**src/hw/rtl/nugs_sqdist.sv**
```systemverilog
`timescale 1ns / 1ps
// ----------------------------------------------------------------------------
// nugs_sqdist: pipelined squared distance between two points
// Stage one registers the absolute differences, stage two the squares;
// the saturating sum is formed combinationally behind the second stage.
// ----------------------------------------------------------------------------
module nugs_sqdist #(
  parameter int COORD_BITS = 24
) (
  input  logic                         clk_i,
  input  logic                         en_i,
  input  logic signed [COORD_BITS-1:0] ax_i,
  input  logic signed [COORD_BITS-1:0] ay_i,
  input  logic signed [COORD_BITS-1:0] bx_i,
  input  logic signed [COORD_BITS-1:0] by_i,
  output logic [((2*COORD_BITS+1 > 64) ? 64 : 2*COORD_BITS+1)-1:0] dist_o
);

  localparam int MAG_W  = COORD_BITS;
  localparam int SQ_W   = 2 * MAG_W;
  localparam int DIST_W = (2 * COORD_BITS + 1 > 64) ? 64 : 2 * COORD_BITS + 1;

  logic signed [COORD_BITS:0] dx, dy;
  logic [MAG_W-1:0]           mag_x_d, mag_y_d, mag_x_q, mag_y_q;
  logic [SQ_W-1:0]            sq_x_d, sq_y_d, sq_x_q, sq_y_q;
  logic [SQ_W:0]              sum;
  logic                       ovf;

  // Differences and magnitudes (magnitude always fits COORD_BITS)
  always_comb begin
    dx      = {ax_i[COORD_BITS-1], ax_i} - {bx_i[COORD_BITS-1], bx_i};
    dy      = {ay_i[COORD_BITS-1], ay_i} - {by_i[COORD_BITS-1], by_i};
    mag_x_d = dx[COORD_BITS] ? MAG_W'(-dx) : MAG_W'(dx);
    mag_y_d = dy[COORD_BITS] ? MAG_W'(-dy) : MAG_W'(dy);
  end

  // Squares
  assign sq_x_d = SQ_W'(mag_x_q) * SQ_W'(mag_x_q);
  assign sq_y_d = SQ_W'(mag_y_q) * SQ_W'(mag_y_q);

  always_ff @(posedge clk_i) begin
    if (en_i) begin
      mag_x_q <= mag_x_d;
      mag_y_q <= mag_y_d;
      sq_x_q  <= sq_x_d;
      sq_y_q  <= sq_y_d;
    end
  end

  // Saturating sum; only overflows for coordinates of 32 bits or more
  assign sum    = {1'b0, sq_x_q} + {1'b0, sq_y_q};
  assign ovf    = |(sum >> DIST_W);
  assign dist_o = ovf ? '1 : sum[DIST_W-1:0];

endmodule

```
**config.mk**
```make
export PLATFORM = sky130hd
export DESIGN_NAME = nugs_sqdist
export DESIGN_NICKNAME = d
export VERILOG_FILES = /design/src/hw/rtl/nugs_sqdist.sv
export SDC_FILE = /design/constraint.sdc
export NUM_CORES = 2
export LEC_CHECK = 0
export BUFFER_PORTS_ARGS = -buffer_cell sky130_fd_sc_hd__buf_2
export CAP_MARGIN = 20
export CORE_MARGIN = 5
export CORE_UTILIZATION = 40
export DETAILED_ROUTE_END_ITERATION = 8
export GPL_TIMING_DRIVEN = 0
export MAX_ROUTING_LAYER = met4
export PLACE_DENSITY_LB_ADDON = 0.08
export SKIP_CTS_REPAIR_TIMING = 1
export SLEW_MARGIN = 20
export SYNTH_ARGS = -nofsm -noshare
export SYNTH_HDL_FRONTEND = slang
export SYNTH_SLANG_ARGS = --single-unit
```
**constraint.sdc**
```tcl
create_clock -name clk_i -period 10.1 [get_ports clk_i]
set_clock_uncertainty 0.15 [all_clocks]
set_input_delay 0.505 -clock clk_i [delete_from_list [all_inputs] [get_ports clk_i]]
set_output_delay 0.505 -clock clk_i [all_outputs]
set_load 0.02 [all_outputs]
```
==> out/results.tsv <==
metric	value	unit
outcome	finished, final reports clean	
Worst EP arrival	9510	ps
CTS max path bufs	2	
Final Critical Period	9440	ps
Synth Register Bits	142	
Post-synth ARST share	0	%
most frequent cells in the layout	1,274 x inv_1, 845 x fa_1, 454 x ha_1, 391 x nand2_1, 233 x and2_1	
largest net degree at the start of global routing	78	
area grow syn2layout	7.36	%
CTS tree	built	
Slew headroom	25.1	%
Layout Nets	6167	
TritonCTS Buffers	17	
CTS clk-pin slew, worst paths	70	ps
CP Class	flop to flop	
via count	30400	
CORE AREA	105000	um^2
HP Class	input port to flop	
CP Max Fanout	10	
post-synth top area cell	fa_1	
DP HPWL	97.5	mm
register area share after synthesis	10.1	%
Synth Area per Inst	9.21	um^2
Yosys warnings	0	
post-synth top area share	39.9	%
max-slew violation count	0	
GRT Total Usage	21.3	%
synth top area cells	fa_1 40%, ha_1 13%, inv_1 11%	
H-tree depth	4	
Synth Flop Type	edfxtp_1	
Routed Antenna Nets	0	
max cap viols	0	
drt pass-1 iters	5	
clock root buffer	clkbuf_16	
actual slew at the worst max-slew pin	1110	ps
Synth Cell Area	42400	um^2
Die Area	113000	um^2
overall routed net length	113	mm
starting DRC count in detailed routing	1664	
commonest non-fill, non-tap cell in the layout	inv_1	
FP Rows	119	
share of layout cells above drive strength 1	4.20	%
Starting Density	40.3	%
Die Ht	336	um
CP Launch Type	flop	
initial antenna violation count	8	
Finish-stage setup viols	0	
Routed WL per cell	18.4	um
Req. time, crit path	10180	ps
Remaining DRCs	0	
worst skew pair latency	480	ps
synthesized instance count	4603	
input/output buffers	146	
Top Ports	147	
vias per cell	4.92	
Worst Hold Launch	bx_i[0]	
Fmax	106	MHz
RR Startpoint	mag_x_q[20]	
RSZ-0062 raised after global routing	false	
Yosys cell types	71	
Final Wtd Congestion	0.925	
Crit. End Element	flop	
Post-synth EDFFs	142	
Sink Count	142	
Synth Net Count	6000	
Final Cycle Share	93.4	%
die width	336	um
first-pass GRT wire length	180	mm
CP Launch Point	mag_x_q[20]	
final hold vios	0	
fill count	10700	
vias in the first global route	32200	
global route total overflow	0	
Final TNS setup	0	ps
## per-layer routing
| metal | track usage (%) | vias to the layer above | wire length [um] |
|---|---|---|---|
| met5 | - | - | 0 |
| met4 | 4.25 | 0 | 2210 |
| met3 | 3.57 | 93 | 6660 |
| met2 | 33.0 | 646 | 51500 |
| met1 | 29.8 | 15300 | 53200 |
| li1 | - | 14400 | - |
## worst max-delay path, stage by stage (launching register included)
cell	delay (ps)
edfxtp_1	360
clkbuf_1	640
clkbuf_1	810
nand2_1	150
fa_1	530
inv_1	80
fa_1	520
fa_1	570
inv_1	60
fa_1	500
inv_1	60
fa_1	490
fa_1	490
inv_1	50
fa_1	570
inv_1	70
ha_1	360
a21oi_1	160
o21ai_0	150
a2111oi_0	690
a211oi_1	330
nor2_1	390
a211o_1	250
nand3_1	130
and2_1	230
a211o_1	290
xor2_1	150
## path summary, 6_finish.rpt
kind	end	cells after the start	slack (ps)
setup / recovery	sq_x_q[45]	26	660
hold reg to reg	sq_y_q[0]	0	750
setup reg to reg	sq_x_q[45]	26	660
hold / removal	mag_x_q[0]	3	310
## synthesized netlist by cell type (all sizes together) (5+ instances only)
master,number
inv,1274
fa,845
ha,454
nand2,391
and2,233
nor2,163
a21oi,153
edfxtp,142
xnor2,128
clkbuf,124
o21ai,101
xor2,82
a21o,81
nor3,48
nand3,40
o21a,36
nor2b,30
nand2b,29
nand4,23
and3,22
o21bai,22
a211oi,20
a31oi,20
o31ai,11
o211ai,10
or3,9
and4,7
nor4,7
or2,7
a2111oi,6
o31a,6
o41ai,6
a221oi,5
mux2i,5
nor3b,5
or4b,5
## cell families (layout without fill, tap and decap cells)
family	count (synthesis)	after routing	synth area share (%)
compound gates	519	519	7.96
xor+xnor	210	210	4.34
fa+ha+maj	1299	1299	53.3
buf+inv	1399	1577	12.4
flops	142	142	10.1
mux	8	8	0.198
other cells	0	4	0
simple gates	1026	1026	11.8
## sequential cells by signal, indices dropped and copies added, names as in the netlist
register,flops
mag_x_q,24
mag_y_q,24
sq_x_q,47
sq_y_q,47
## through the flow
step | cells | hold slack, ps | utilization (%) | cell area, um^2 | setup slack (ps)
after floorplan | 4603 | 361 | - | 42400 | 2780
after global placement | 6140 | 768 | 42.6 | 44900 | 472
after detailed placement | 6142 | 758 | 42.7 | 44900 | 448
after CTS | 6172 | 283 | 43.2 | 45500 | 418
after global routing | 6172 | 316 | 43.2 | 45500 | 115
final | 6176 | 311 | 43.2 | 45500 | 663
## layout make-up
cell class              instances  area (um^2)  share of cell area, %
plain buffers                 125          470                   1.03
clock buffers                  17          425                  0.935
repair buffers                148          773                   1.70
diodes                          4         10.0                 0.0220
inverters                    1274         4780                   10.5
multi-input cells            3062        32900                   72.3
well taps                    1391         1740                   3.82
flip-flops and latches        142         4260                   9.37
clock inverters                13          163                  0.357
Power is left out: the tool's default activity adds up to more than one toggle a clock period on the data nets, which glitch-free logic cannot reach.
