<file path="src/hw/rtl/nugs_outbuf.sv">
`timescale 1ns / 1ps
// ----------------------------------------------------------------------------
// nugs_outbuf: two-entry result buffer
// Head register drives the output channel, a second entry absorbs one more
// result; full is a registered flag so no ready path reaches the input.
// ----------------------------------------------------------------------------
module nugs_outbuf #(
  parameter int W = 8
) (
  input  logic         clk_i,
  input  logic         rst_ni,
  input  logic         push_i,
  input  logic [W-1:0] data_i,
  output logic         full_o,
  output logic         valid_o,
  input  logic         ready_i,
  output logic [W-1:0] data_o
);

  logic [1:0]   cnt_d, cnt_q;
  logic [W-1:0] head_d, head_q, tail_d, tail_q;
  logic         pop;

  assign pop = (cnt_q != 2'd0) && ready_i;

  // Occupancy and entry moves
  always_comb begin
    cnt_d  = cnt_q;
    head_d = head_q;
    tail_d = tail_q;
    if (push_i && !pop) begin
      if (cnt_q == 2'd0) begin
        head_d = data_i;
      end else begin
        tail_d = data_i;
      end
      cnt_d = cnt_q + 2'd1;
    end else if (!push_i && pop) begin
      head_d = tail_q;
      cnt_d  = cnt_q - 2'd1;
    end else if (push_i && pop) begin
      if (cnt_q == 2'd1) begin
        head_d = data_i;
      end else begin
        head_d = tail_q;
        tail_d = data_i;
      end
    end
  end

  always_ff @(posedge clk_i or negedge rst_ni) begin
    if (!rst_ni) begin
      cnt_q <= 2'd0;
    end else begin
      cnt_q <= cnt_d;
    end
  end

  always_ff @(posedge clk_i) begin
    head_q <= head_d;
    tail_q <= tail_d;
  end

  assign full_o  = (cnt_q == 2'd2);
  assign valid_o = (cnt_q != 2'd0);
  assign data_o  = head_q;

endmodule

</file>
<file path="config.mk">
export PLATFORM = sky130hd
export DESIGN_NAME = nugs_outbuf
export DESIGN_NICKNAME = d
export VERILOG_FILES = /design/src/hw/rtl/nugs_outbuf.sv
export SDC_FILE = /design/constraint.sdc
export NUM_CORES = 1
export LEC_CHECK = 0
export BUFFER_PORTS_ARGS = -buffer_cell sky130_fd_sc_hd__buf_4
export CORE_MARGIN = 2
export CORE_UTILIZATION = 55
export DETAILED_ROUTE_END_ITERATION = 8
export PLACE_DENSITY = 0.89
export RECOVER_POWER = 100
export SLEW_MARGIN = 20
export SYNTH_ARGS = -nofsm -noshare
export SYNTH_HDL_FRONTEND = slang
export SYNTH_SLANG_ARGS = --single-unit
</file>
<file path="constraint.sdc">
create_clock -name clk_i -period 3.01 [get_ports clk_i]
set_input_delay 0.4515 -clock clk_i [delete_from_list [all_inputs] [get_ports clk_i]]
set_output_delay 0.4515 -clock clk_i [all_outputs]
set_load 0.02 [all_outputs]
</file>
==> key figures <==
STA
  • TNS Setup: 0 ns
  • Post-route clock period utilization: between 70% and 80%
  • Setup ws final: 0.802 ns
  • Hold Fails Final Rpt: 0
  • Fin. max-slew vios: 0
  • Worst slew pin tran: 1.09 ns
  • RSZ-0062 raised after global routing: false
  • Fin crit period: 2.21 ns
  • Relative slew slack: roughly 27%
  • Clk_skew: 0.00291 ns
  • FMAX: 0.453 GHz
  • Setup violators final: 0

Cells and area
  • Fill count: 142
  • Area Overhead vs Synth: 12.7%
  • N_diodes: 0
  • Commonest non-fill, non-tap cells in the layout: 19 x nand2_1, 16 x edfxtp_1, 12 x clkbuf_1
  • Layout cell share with drive strength beyond 1: 11.1%
  • Commonest non-fill, non-tap cell in the layout: nand2_1
  • Nets@finish: 125

Power
  • Sw frac: 42.3%
  • Gate power share: 45.4%
  • Worst VDD drop: 0.000413 V
  • LEAKAGE: 0.454 nW
  • PwrDens: 966 nW/µm²
  • Pwr Total: 1.05 mW
  • Net Sw Power: about 0.44 mW
  • Int Pwr: 0.605 mW
  • Register share of total power: 42.0%
  • Clock power share: between 10 and 15%

Synth
  • Synth Net Count: 103
  • Combinational family with the most area after synthesis: compound AO/OA/AOI/OAI gates
  • Syn Inst Count: 87
  • Post-Syn Area: 962 µm²
  • Total number of yosys warnings: 0
  • Post-synthesis xor/xnor area fraction: less than 1%
  • Post-synthesis mux area share: 0%
  • Post-Syn Area per Cell: around 11 µm²
  • Simple-gate area share of the yosys netlist: 12.4%
  • Share of the synthesized area in the top cell type: approximately 50%
  • Share of the yosys chip area belonging to registers: 55.1%
  • Area leader, netlist: edfxtp_1
  • Synth Area in Adders: under 10%
  • Synth cell types: 21
  • Synth area leaders: edfxtp_1 50%, nand2_1 7.4%, a211o_1 7.3%
  • Yosys reg bits: 18
  • Post-synthesis compound-gate area fraction: a little under a fifth

Clock tree
  • Htree depth: 1
  • Clock Latency Late Sink: 0.31 ns
  • Num CTS Buffers: 3
  • Clk slew on worst S/H paths: 0.11 ns
  • Clock Path Buffers: 2
  • CTS tree: done
  • Clk sinks: 18
  • Clock root cell: clkbuf_4
  • Setup bufs post-CTS: 0

Setup path
  • CP Max Fanout: 11
  • CP arrival: around 2.2 ns
  • CP required: 3.05 ns
  • CP Buf/Inv Count: 1
  • Delay-heaviest family, CP: compound AO/OA/AOI/OAI gates
  • Startpoint types: flip-flop
  • Reg2reg start: cnt_q[1]$_DFFE_PN0P_
  • Crit. Startpoint: cnt_q[1]$_DFFE_PN0P_
  • Largest stage delay, worst path: approximately 0.60 ns
  • CP Capture Type: flip-flop
  • Worst path slowest cell: a21oi_1
  • Crit Path Class: flip-flop to flip-flop
  • CP cell instances: inv_1 -> ha_1 -> nand2b_1 -> a21oi_1 -> o211ai_1

Floorplan
  • Initial Utilization: a little under three fifths
  • Core area: 1690 µm²
  • Num rows: 15
  • I/O pins: 22
  • Die ar.: 2100 µm²
  • Die Y: 45.8 µm
  • Die boundary width: 45.8 µm

Route
  • Iteration-0 DRC count of the detailed router: 30
  • DR vias: 736
  • Final ANT Viol Nets: 0
  • DR vias/cell: 5.89
  • Routed WL: 1930 µm
  • DR WL/cell: around 15 µm
  • TritonRoute pass-1 iters: 6
  • DRC viols: 0

GRT
  • Gr usage total: 20.3%
  • Vias in the first global route: 628
  • First-pass GRT wire length: 2900 µm
  • Largest net degree at the start of global routing: 18
  • Total gr overflow: 0
  • Initial antenna violation count: 0

Worst hold path
  • Worst Hold Class: input port to flip-flop
  • Hold_sp: data_i[4]

Job
  • Maxcap violations: 0

Placement
  • Port buffer count: 21
  • Dpl ws: 0.902 ns
  • Detailed placement HPWL: 1410 µm
  • GP Congestion: ~0.73

Run status
  • Outcome: complete, no violations
area by class of cell:
cell class,instances,area [µm²],share of cell area [%]
Tap cell,17,21.3,1.96
Sequential cell,18,531,48.9
Inverter,11,41.3,3.81
Clock buffer,3,22.5,2.08
Multi-Input combinational cell,53,343,31.6
Clock inverter,1,3.75,0.346
Timing Repair Buffer,22,123,11.3
cells in the mapped netlist:
cell       n
o21bai_1   1
and2b_1    1
o22ai_1    1
nor3b_4    1
nand2b_1   1
nand2_1   19
buf_2      2
inv_1     11
a211oi_1   1
xnor2_1    1
dfrtp_1    2
nor2b_1    1
ha_1       4
a21oi_1    4
or3b_1     1
edfxtp_1  16
buf_6      2
o211ai_1   8
o21ai_0    1
a211o_1    8
clkbuf_1   1
registers in the layout (all words and copies together), names as in the netlist:
signal	cells
cnt_q	2
tail_q	8
data_o	8
kinds of logic after synthesis:
kind of cell | count (synthesis)
AOI/OAI and AO/OA | 24
and+or+nand+nor | 24
DFF | 18
buffers and inverters | 16
adders and majority gates | 4
xor gates and xnor gates | 1
power by group through the flow:
| stage | registers (mW) | logic [mW] | clock network, mW |
|---|---|---|---|
| after global placement | 0.442 | 0.503 | 0 |
| after detailed placement | 0.447 | 0.530 | 0 |
| after floorplan | 0.512 | 0.294 | 0 |
| final | 0.440 | 0.476 | 0.132 |
| after CTS | 0.442 | 0.534 | 0.129 |
| after global routing | 0.449 | 0.522 | 0.136 |
per-layer routing:
metal	track usage, %	share of wire (%)	wire length, µm	vias to the layer above
li1	-	-	-	349
met1	27.1	43	832	349
met2	32.4	49	942	33
met3	2.38	5.8	112	5
met4	10.3	2.3	44	0
met5	0	0	0	-
stage by stage:
step	utilization [%]	cells	area, µm²	hold WS [ns]
final	64.2	125	1080	0.343
after global routing	64.2	125	1080	0.346
after CTS	67.6	125	1140	0.322
after detailed placement	65.4	120	1100	0.240
after global placement	65.4	120	1100	0.236
after floorplan	-	87	962	0.156
final timing paths:
check,to,slack (ns),depth (start not counted)
hold / removal,tail_q[4]$_DFFE_PP_,0.34,1
hold reg to reg,cnt_q[0]$_DFFE_PN0P_,0.52,1
setup reg to reg,data_o[0]$_DFFE_PP_,0.80,5
setup / recovery,data_o[0]$_DFFE_PP_,0.80,5
min in group asynchronous,cnt_q[1]$_DFFE_PN0P_,0.45,2
max in group asynchronous,cnt_q[0]$_DFFE_PN0P_,2.41,2
timing repair:
action,4_1_cts,5_1_grt
endpoints found under the hold margin,2,0
hold buffers,1,0
gates resized for setup,0,0
(Power assumes the default switching activity.)
